File: src/hdl/zcaf_pkg.sv
`timescale 1ns / 1ps
// ----------------------------------------------------------------------------
// zcaf_pkg
// Shared types, codes and the blend function of the zone colour averager.
// ----------------------------------------------------------------------------
package zcaf_pkg;

    localparam int SAMPLES_PER_ZONE = 256;
    localparam int SUM_W            = 16;
    localparam int CFG_IDX_W        = 1;
    localparam int CFG_DATA_W       = 8;

    localparam logic [7:0] SAMPLE_LAST = 8'(SAMPLES_PER_ZONE - 1);
    localparam logic [7:0] HDR_FIRST   = 8'h6F;   // 'o'
    localparam logic [7:0] HDR_SECOND  = 8'h7A;   // 'z'

    // register indexes
    localparam logic [CFG_IDX_W-1:0] REG_FADE_WEIGHT = 1'b0;
    localparam logic [CFG_IDX_W-1:0] REG_LED_COUNT   = 1'b1;

    // byte position within one output run
    localparam logic [2:0] POS_HDR0  = 3'd0;
    localparam logic [2:0] POS_HDR1  = 3'd1;
    localparam logic [2:0] POS_RED   = 3'd2;
    localparam logic [2:0] POS_GREEN = 3'd3;
    localparam logic [2:0] POS_BLUE  = 3'd4;

    typedef struct packed {
        logic [7:0] red;
        logic [7:0] green;
        logic [7:0] blue;
    } in_t;

    typedef struct packed {
        logic [7:0] data_byte;
        logic       last_of_run;
        logic       frame_done;
    } out_t;

    // (avg*(255-f) + prev*f) >> 8; the sum never exceeds 255*255
    function automatic logic [7:0] blend(input logic [7:0] avg,
                                         input logic [7:0] prev,
                                         input logic [7:0] f);
        logic [16:0] acc;
        acc = 17'({8'd0, avg} * (16'd255 - {8'd0, f})) + 17'({8'd0, prev} * {8'd0, f});
        return acc[15:8];
    endfunction

endpackage

File: src/hdl/zone_colour_average_fade.sv
`timescale 1ns / 1ps
// ----------------------------------------------------------------------------
// zone_colour_average_fade
// Per-zone pixel averager with temporal fade against a stored zone colour.
// ----------------------------------------------------------------------------
//
//  channel   direction  handshake               payload
//  in        sink       in_valid / in_stall     in_data (red, green, blue)
//  out       source     out_valid / out_stall   out_data (byte, last, done)
//  cfg       sink       cfg_wr_en               cfg_index, cfg_data
//
//  One pixel transfer per cycle while in_stall is low. A zone-ending pixel
//  reads the colour store (synchronous read), the next cycle blends and writes
//  back, and the run of 3 bytes (5 with the 'o','z' header on zone 0) drains
//  one a cycle while out_stall is low. The input stalls only on a zone-ending
//  pixel while the previous run has not fully drained; no other pixel ever stalls.
//  Reset clears per-entry valid bits at once; no clearing pass is needed.
//
module zone_colour_average_fade #(
    parameter int MAX_ZONES = 64
) (
    input  logic                             clk,
    input  logic                             rst_n,
    input  logic                             in_valid,
    output logic                             in_stall,
    input  zcaf_pkg::in_t                    in_data,
    output logic                             out_valid,
    input  logic                             out_stall,
    output zcaf_pkg::out_t                   out_data,
    input  logic                             cfg_wr_en,
    input  logic [zcaf_pkg::CFG_IDX_W-1:0]   cfg_index,
    input  logic [zcaf_pkg::CFG_DATA_W-1:0]  cfg_data
);
    import zcaf_pkg::*;

    // zone index width, and a compare width that holds led_count and MAX_ZONES
    localparam int ZW    = (MAX_ZONES > 1) ? $clog2(MAX_ZONES) : 1;
    localparam int CMP_W = (ZW + 1 > 7) ? ZW + 1 : 7;
    localparam logic [CMP_W-1:0] ZONE_MAX = CMP_W'(MAX_ZONES);

    // configuration
    logic [7:0]       fade_weight_reg;
    logic [6:0]       led_count_reg;

    // accumulation stage
    logic [7:0]       sample_cnt_reg;
    logic [ZW-1:0]    zone_index_reg;
    logic [SUM_W-1:0] sum_red_reg, sum_green_reg, sum_blue_reg;
    logic [SUM_W-1:0] sum_red_next, sum_green_next, sum_blue_next;

    // blend stage (valid the cycle after a zone ends)
    logic             s1_valid_reg;
    logic [ZW-1:0]    s1_zi_reg;
    logic             s1_hdr_reg;
    logic             s1_done_reg;
    logic [7:0]       s1_fade_reg;
    logic [7:0]       s1_avg_r_reg, s1_avg_g_reg, s1_avg_b_reg;

    // colour store
    logic [23:0]          mem [MAX_ZONES];
    logic [23:0]          rd_data_reg;
    logic [MAX_ZONES-1:0] ent_valid_reg;
    logic [23:0]          prev_colour;
    logic [23:0]          new_colour;

    // output run buffer
    logic             busy_reg;
    logic [2:0]       pos_reg;
    logic             res_done_reg;
    logic [7:0]       res_r_reg, res_g_reg, res_b_reg;

    logic             in_fire, out_fire, zone_end;
    logic [CMP_W-1:0] led_ext, zone_cnt, zi_plus;
    logic             done_now;
    logic [ZW-1:0]    zone_index_next;

    assign zone_end = (sample_cnt_reg == SAMPLE_LAST);
    assign in_stall = zone_end && busy_reg;
    assign in_fire  = in_valid && !in_stall;
    assign out_fire = out_valid && !out_stall;

    assign sum_red_next   = sum_red_reg   + SUM_W'(in_data.red);
    assign sum_green_next = sum_green_reg + SUM_W'(in_data.green);
    assign sum_blue_next  = sum_blue_reg  + SUM_W'(in_data.blue);

    // effective zone count: zero means one, clamp at MAX_ZONES
    always_comb
    begin
        led_ext = CMP_W'(led_count_reg);
        if (led_ext == '0)
            zone_cnt = CMP_W'(1);
        else if (led_ext > ZONE_MAX)
            zone_cnt = ZONE_MAX;
        else
            zone_cnt = led_ext;
        zi_plus         = CMP_W'(zone_index_reg) + CMP_W'(1);
        done_now        = (zi_plus >= zone_cnt);
        zone_index_next = done_now ? '0 : zi_plus[ZW-1:0];
    end

    // stored colour of a never-written zone reads as zero
    assign prev_colour = ent_valid_reg[s1_zi_reg] ? rd_data_reg : 24'd0;
    assign new_colour  = {blend(s1_avg_r_reg, prev_colour[23:16], s1_fade_reg),
                          blend(s1_avg_g_reg, prev_colour[15:8],  s1_fade_reg),
                          blend(s1_avg_b_reg, prev_colour[7:0],   s1_fade_reg)};

    // control state
    always_ff @(posedge clk or negedge rst_n)
    begin
        if (!rst_n)
        begin
            fade_weight_reg <= '0;
            led_count_reg   <= 7'd60;
            sample_cnt_reg  <= '0;
            zone_index_reg  <= '0;
            sum_red_reg     <= '0;
            sum_green_reg   <= '0;
            sum_blue_reg    <= '0;
            s1_valid_reg    <= 1'b0;
            ent_valid_reg   <= '0;
            busy_reg        <= 1'b0;
            pos_reg         <= POS_RED;
        end
        else
        begin
            if (cfg_wr_en)
            begin
                case (cfg_index)
                    REG_FADE_WEIGHT: fade_weight_reg <= cfg_data;
                    REG_LED_COUNT:   led_count_reg   <= cfg_data[6:0];
                    default:         ;
                endcase
            end

            s1_valid_reg <= in_fire && zone_end;
            if (in_fire)
            begin
                if (zone_end)
                begin
                    sample_cnt_reg <= '0;
                    sum_red_reg    <= '0;
                    sum_green_reg  <= '0;
                    sum_blue_reg   <= '0;
                    zone_index_reg <= zone_index_next;
                end
                else
                begin
                    sample_cnt_reg <= sample_cnt_reg + 8'd1;
                    sum_red_reg    <= sum_red_next;
                    sum_green_reg  <= sum_green_next;
                    sum_blue_reg   <= sum_blue_next;
                end
            end

            // a zone end waits until the previous run drains, so a load never
            // meets a drain
            if (s1_valid_reg)
            begin
                ent_valid_reg[s1_zi_reg] <= 1'b1;
                busy_reg <= 1'b1;
                pos_reg  <= s1_hdr_reg ? POS_HDR0 : POS_RED;
            end
            else if (out_fire)
            begin
                if (pos_reg == POS_BLUE)
                    busy_reg <= 1'b0;
                else
                    pos_reg <= pos_reg + 3'd1;
            end
        end
    end

    // payload registers
    always_ff @(posedge clk)
    begin
        if (in_fire && zone_end)
        begin
            s1_zi_reg    <= zone_index_reg;
            s1_hdr_reg   <= (zone_index_reg == '0);
            s1_done_reg  <= done_now;
            s1_fade_reg  <= fade_weight_reg;
            s1_avg_r_reg <= sum_red_next[15:8];
            s1_avg_g_reg <= sum_green_next[15:8];
            s1_avg_b_reg <= sum_blue_next[15:8];
        end
        if (s1_valid_reg)
        begin
            res_r_reg    <= new_colour[23:16];
            res_g_reg    <= new_colour[15:8];
            res_b_reg    <= new_colour[7:0];
            res_done_reg <= s1_done_reg;
        end
    end

    // colour store: read on the zone-ending transfer, write back in the next cycle.
    // Accesses to one entry are a whole zone of transfers apart, so no forwarding.
    always_ff @(posedge clk)
    begin
        if (in_fire && zone_end)
            rd_data_reg <= mem[zone_index_reg];
        if (s1_valid_reg)
            mem[s1_zi_reg] <= new_colour;
    end

    // output byte selection
    always_comb
    begin
        case (pos_reg)
            POS_HDR0:  out_data.data_byte = HDR_FIRST;
            POS_HDR1:  out_data.data_byte = HDR_SECOND;
            POS_RED:   out_data.data_byte = res_r_reg;
            POS_GREEN: out_data.data_byte = res_g_reg;
            default:   out_data.data_byte = res_b_reg;
        endcase
        out_data.last_of_run = (pos_reg == POS_BLUE);
        out_data.frame_done  = (pos_reg == POS_BLUE) && res_done_reg;
    end

    assign out_valid = busy_reg;

endmodule

File: config.mk
export PLATFORM = sky130hd
export DESIGN_NAME = zone_colour_average_fade
export DESIGN_NICKNAME = d
export VERILOG_FILES = /design/src/hdl/zcaf_pkg.sv /design/src/hdl/zone_colour_average_fade.sv
export SDC_FILE = /design/constraint.sdc
export NUM_CORES = 2
export LEC_CHECK = 0
export CAP_MARGIN = 0
export CORE_UTILIZATION = 35
export CTS_CLUSTER_SIZE = 28
export DETAILED_ROUTE_END_ITERATION = 6
export DONT_BUFFER_PORTS = 1
export PLACE_DENSITY = 0.6
export SYNTH_ARGS = -nofsm -noshare
export SYNTH_HDL_FRONTEND = slang
export SYNTH_SLANG_ARGS = --single-unit
File: constraint.sdc
create_clock -name clk -period 22 [get_ports clk]
set_input_delay 1.1 -clock clk [delete_from_list [all_inputs] [get_ports clk]]
set_output_delay 1.1 -clock clk [all_outputs]
set_load 0.02 [all_outputs]
---- After elaboration in Yosys (flattened, before gate mapping) ----
Memory sizes are Yosys's and may differ from the RTL's. A register that Yosys moved wholly into a read port is not among the register bits.
Cells that the tools add are included.
cells by class
  eq/ne operators ......................... 6
  multiply operators ...................... 6
  add/sub/neg operators ................... 10
  $lt $le $gt $ge ......................... 4
  bitwise operators ....................... 2
  reductions and logical operators ........ 18
  muxes and demuxes ....................... 22
operators with widths
  operator             number
  $or 64x64->64        1
  $add 16x16->16       3
  $add 16x8->16        3
  $mul 8x8->16         3
  $mux 16              3
  $mul 8x17->16        2
  $pmux 8 s4           1
  $mux 24              1
  $mul 9x9->16         1
  $mux 7               2
  $reduce_and 2->1     5
  $mux 3               3
  $sub 8x8->9 const A  1
  $add 8x1->8 const B  1
  $eq 8x8->1 const B   1
  $mux 8               1
  $add 6x1->7 const B  1
  $ge 7x7->1           1
  $gt 7x7->1 const B   1
  $logic_not 7->1      1
  $lt 6x7->1 const B   1
  $mux 1               7
  $bmux 1 s6           1
  $demux 1 s6          1
  other kinds (14)     22
word-level totals
  input port bits ......................... 38
  logic and storage cells ................. 91
  register bits after elaboration ......... 211
  RAM bits ................................ 1,536
  output and inout bits ................... 12
  memories ................................ 1
memories
  name  depth  bits a word  rd ports  clocked after Yosys merged registers in  wr ports  RTL line                        RTL
  mem   64     24           1         1                                        1         zone_colour_average_fade.sv:60  logic [23:0] mem [MAX_ZONES];

---- Depth between registers and ports, before layout ----
  word-level depth ........................ 5
  depth in mapped cells ................... 31

---- Worst setup path after synthesis ----
OpenSTA, ideal clock, no wires.
  kind .................................... register to register
  from .................................... register s1_zi_reg[0]
  to ...................................... memory mem[0][23] (data pin)
  library setup time ...................... 573 ps
  data required time ...................... 21,427 ps
  data arrival time ....................... 8,502 ps
  path slack .............................. 12,925 ps
  cell stages (with the launch flop) ...... 27
  period minus slack after synthesis ...... 9,075 ps
  cell sequence ........................... edfxtp_1 buf_6 mux4_2 a22oi_1 o21a_1 o211ai_1 or4_1 buf_2 clkbuf_1 and3_1 fa_1 inv_1 fa_1 inv_1 fa_1 fa_1 fa_1 inv_1 fa_1 inv_1 ha_1 or4_1 a21oi_1 o31ai_1 a21oi_1 o21bai_1 xnor2_1
on the way
  word-level cells in the longest chain between the ends .. 5
ends and longest elaborated chain
  what                          RTL line                         RTL
  from (decl)                   zone_colour_average_fade.sv:53   logic [ZW-1:0] s1_zi_reg;
  from (signal assigned)        zone_colour_average_fade.sv:178  s1_zi_reg <= zone_index_reg;
  $bmux 1 s6                    zone_colour_average_fade.sv:102  assign prev_colour = ent_valid_reg[s1_zi_reg] ? rd_data_reg : 24'd0;
  $mux 1 (not written as such)  zone_colour_average_fade.sv:102
  $mux 24                       zone_colour_average_fade.sv:102
  $mul 8x8->16                  zcaf_pkg.sv:45                   acc = 17'({8'd0, avg} * (16'd255 - {8'd0, f})) + 17'({8'd0, prev} * {8'd0, f});
  $add 16x16->16                zcaf_pkg.sv:45
  net new_colour[23]            zone_colour_average_fade.sv:64   logic [23:0] new_colour;
  to (decl)                     zone_colour_average_fade.sv:60
The timed path passes the listed nets, and every way through them passes these cells. The select of a mux whose other input is x is not followed.

---- Final worst setup path ----
  from .................................... register s1_zi_reg[1]
  to ...................................... memory mem[28][15] (data pin)
Same word-level chain as after synthesis.

==> results.json <==
{
  "cts.sink_count": 1771,
  "synth_top_family_by_area": "multiplexers",
  "largest_reg_flops": 1536,
  "rsz0062_at_grt": "no",
  "drc_errors": 0,
  "first_global_vias": 43800,
  "critPathMaxStageDelay_ns": 0.85,
  "synth_commonest_cells": "edfxtp_1, inv_1, mux4_2",
  "ys.flop_type": "edfxtp_1",
  "outcome": "completed",
  "finalClockSkew_ns": 0.0399,
  "critPathRequiredTime_ns": 22.51,
  "synth_cells": 4735,
  "synth-async-reset-ratio_pct": 8.24,
  "synth-xor-area-share_pct": 0.846,
  "htree_levels": 4,
  "dr_total_vias": 42600,
  "grt_use_met3_pct": 4.20,
  "numCtsBuffers": 179,
  "cp-end-kind": "register",
  "drive_gt1_share_pct": 20.6,
  "use_met1_pct": 23.8,
  "grt_usage_pct": 17.2,
  "maxSlewHeadroom_pct": 7.03,
  "max_cap_viol_count": 0,
  "placed_cell_area_sq_mm": 0.0862,
  "path_class": "register to register",
  "setup.worst_path.start_class": "register",
  "synthMuxAreaShare_pct": 13.2,
  "synth_area_leader_cell": "edfxtp_1",
  "dp_hpwl_mm": 116,
  "setup_viol": 0,
  "cts_hold_buf": 1,
  "hold_violations": 0,
  "io_pins": 50,
  "rows": 177,
  "cts_resized": 0,
  "critical_path.top_delay_family": "adder cells",
  "synthSimpleGateAreaFrac_pct": 5.36,
  "place.gp.congestion": 0.805,
  "cts_tree": "yes",
  "ys_seq_area_share_pct": 64.2,
  "clock_path_buffers": 3,
  "grt_pass1_wl_mm": 297,
  "io_buffers": 0,
  "maxSlewViolCount": 0,
  "yosysUniqueCellTypes": 56,
  "syn_nets": 5285,
  "use_met2_pct": 26.8,
  "fin_area_sq_mm": 0.0920,
  "cp_num_buf_inv": 5,
  "wl_per_cell_um": 25.3,
  "cp_common_cell": "fa_1",
  "synth_compound_area_share_pct": 2.76,
  "finalCriticalPeriod_ns": 10.11,
  "ctsRootBufferMaster": "clkbuf_16",
  "period_share_pct": 46.0,
  "nNetsFinal": 5361,
  "ys_seq_elements": 1771,
  "dieArea_sq_mm": 0.235,
  "ys.warnings.count": 0,
  "yosysMostFrequentCell": "edfxtp_1",
  "synth-adder-area-share_pct": 10.5,
  "synth_area_leaders": "edfxtp_1, mux4_2, fa_1, dfrtp_1, ha_1",
  "drt_iter0_markers": 4185,
  "synth_area_per_cell_sq_um": 17.3,
  "initial_core_util_pct": 35.2,
  "cpMaxStageDelayCell": "or4_4",
  "path_clk_slew_ns": 0.06,
  "fin_setup_tns_ns": 0,
  "die_height_um": 485,
  "synth-edff-count": 1625,
  "crit_arrival_ns": 10.62,
  "cts_setup_buffers": 0,
  "die_w_um": 485,
  "busiest_layer": "met2",
  "synth_top_area_share_pct": 59.7,
  "grt_overflow_total": 0,
  "hold_class": "input port to async pin",
  "grt_max_degree": 142,
  "fmax_mhz": 98.9,
  "worstMarginPinSlew_ns": 1.39,
  "worst_skew_pair.late_latency_ns": 0.82,
  "drt_first_pass_iters": 6,
  "totalWireLength_mm": 202,
  "core_sq_mm": 0.232,
  "timing.critical_path.fanout_max": 106,
  "areaGrowthSynthToFinish_pct": 12.5,
  "final_antenna_net_count": 0,
  "antenna_found_initial": 21,
  "syn_area_sq_mm": 0.0817,
  "routed_via_density": 5.32
}
[per-layer routing]
metal	vias up	share of wire, %	wire length (um)
li1	18000	-	-
met4	8	2.7	5530
met2	1487	47	94600
met3	272	8.3	16800
met1	22800	42	85300
met5	-	0.075	151
[path summary, 6_finish.rpt]
kind,startpoint,end,slack [ns],cells past startpoint
worst max-delay path,s1_zi_reg[1]$_DFFE_PP_,mem[28][15]$_DFFE_PP_,11.89,26
worst min-delay path,rst_n,led_count_reg[5]$_DFFE_PN1P_,0.14,0
worst max register to register,s1_zi_reg[1]$_DFFE_PP_,mem[28][15]$_DFFE_PP_,11.89,26
worst min register to register,s1_hdr_reg$_DFFE_PP_,pos_reg[1]$_DFFE_PN1P_,0.38,1
max in group asynchronous,rst_n,ent_valid_reg[30]$_DFFE_PN0P_,21.01,1
min in group clk,s1_hdr_reg$_DFFE_PP_,pos_reg[1]$_DFFE_PN1P_,0.38,1
[cell families (layout without fill, tap and decap cells)]
| group | Yosys count | after routing |
|---|---|---|
| buf+inv | 662 | 888 |
| fa+ha+maj | 512 | 512 |
| flops | 1771 | 1771 |
| other cells | 0 | 9 |
| compound gates | 359 | 359 |
| mux | 542 | 542 |
| xor+xnor | 79 | 79 |
| simple gates | 810 | 810 |
[per-stage QoR]
| step | hold WS [ns] | util (%) | std cells | setup WS, ns |
|---|---|---|---|---|
| 5_1_grt | 0.0860 | 39.6 | 8005 | 11.37 |
| 6_report | 0.142 | 39.6 | 8013 | 11.89 |
| 4_1_cts | 0.0806 | 39.6 | 8004 | 11.93 |
| 3_5_place_dp | 0.371 | 37.1 | 7672 | 11.96 |
| 3_3_place_gp | 0.370 | 37.1 | 7672 | 12.08 |
| 2_1_floorplan | 0.359 | - | 4735 | 12.93 |
[layout make-up]
type	count	area [sq um]
multi-input cells	2302	27300
repair buffers	125	983
well taps	3043	3810
clock buffers	238	4810
fillers	20800	140000
diodes	9	22.5
flip-flops and latches	1771	52500
clock inverters	93	936
inverters	432	1620
[layout by cell type (no fill, tap or decap), drive strengths merged, types with 8 or more instances in the layout]
cell,count
and3,145
nand3,115
inv,437
o21a,10
xnor2,55
mux2i,74
fa,287
o21ai,120
xor2,24
nand2b,117
buf,125
ha,225
bufinv,9
a21oi,71
nor2b,109
a211oi,11
and2,8
a22oi,43
o22ai,16
o31ai,14
a31oi,10
a221o,12
mux4,424
clkbuf,238
dfrtp,141
diode,9
o221ai,12
nor2,101
or2,66
edfxtp,1625
a21o,12
clkinv,73
nand2,117
mux2,44
Power is not shown: default switching activity piles up to over one toggle a cycle in this logic, so the estimate is an artifact.
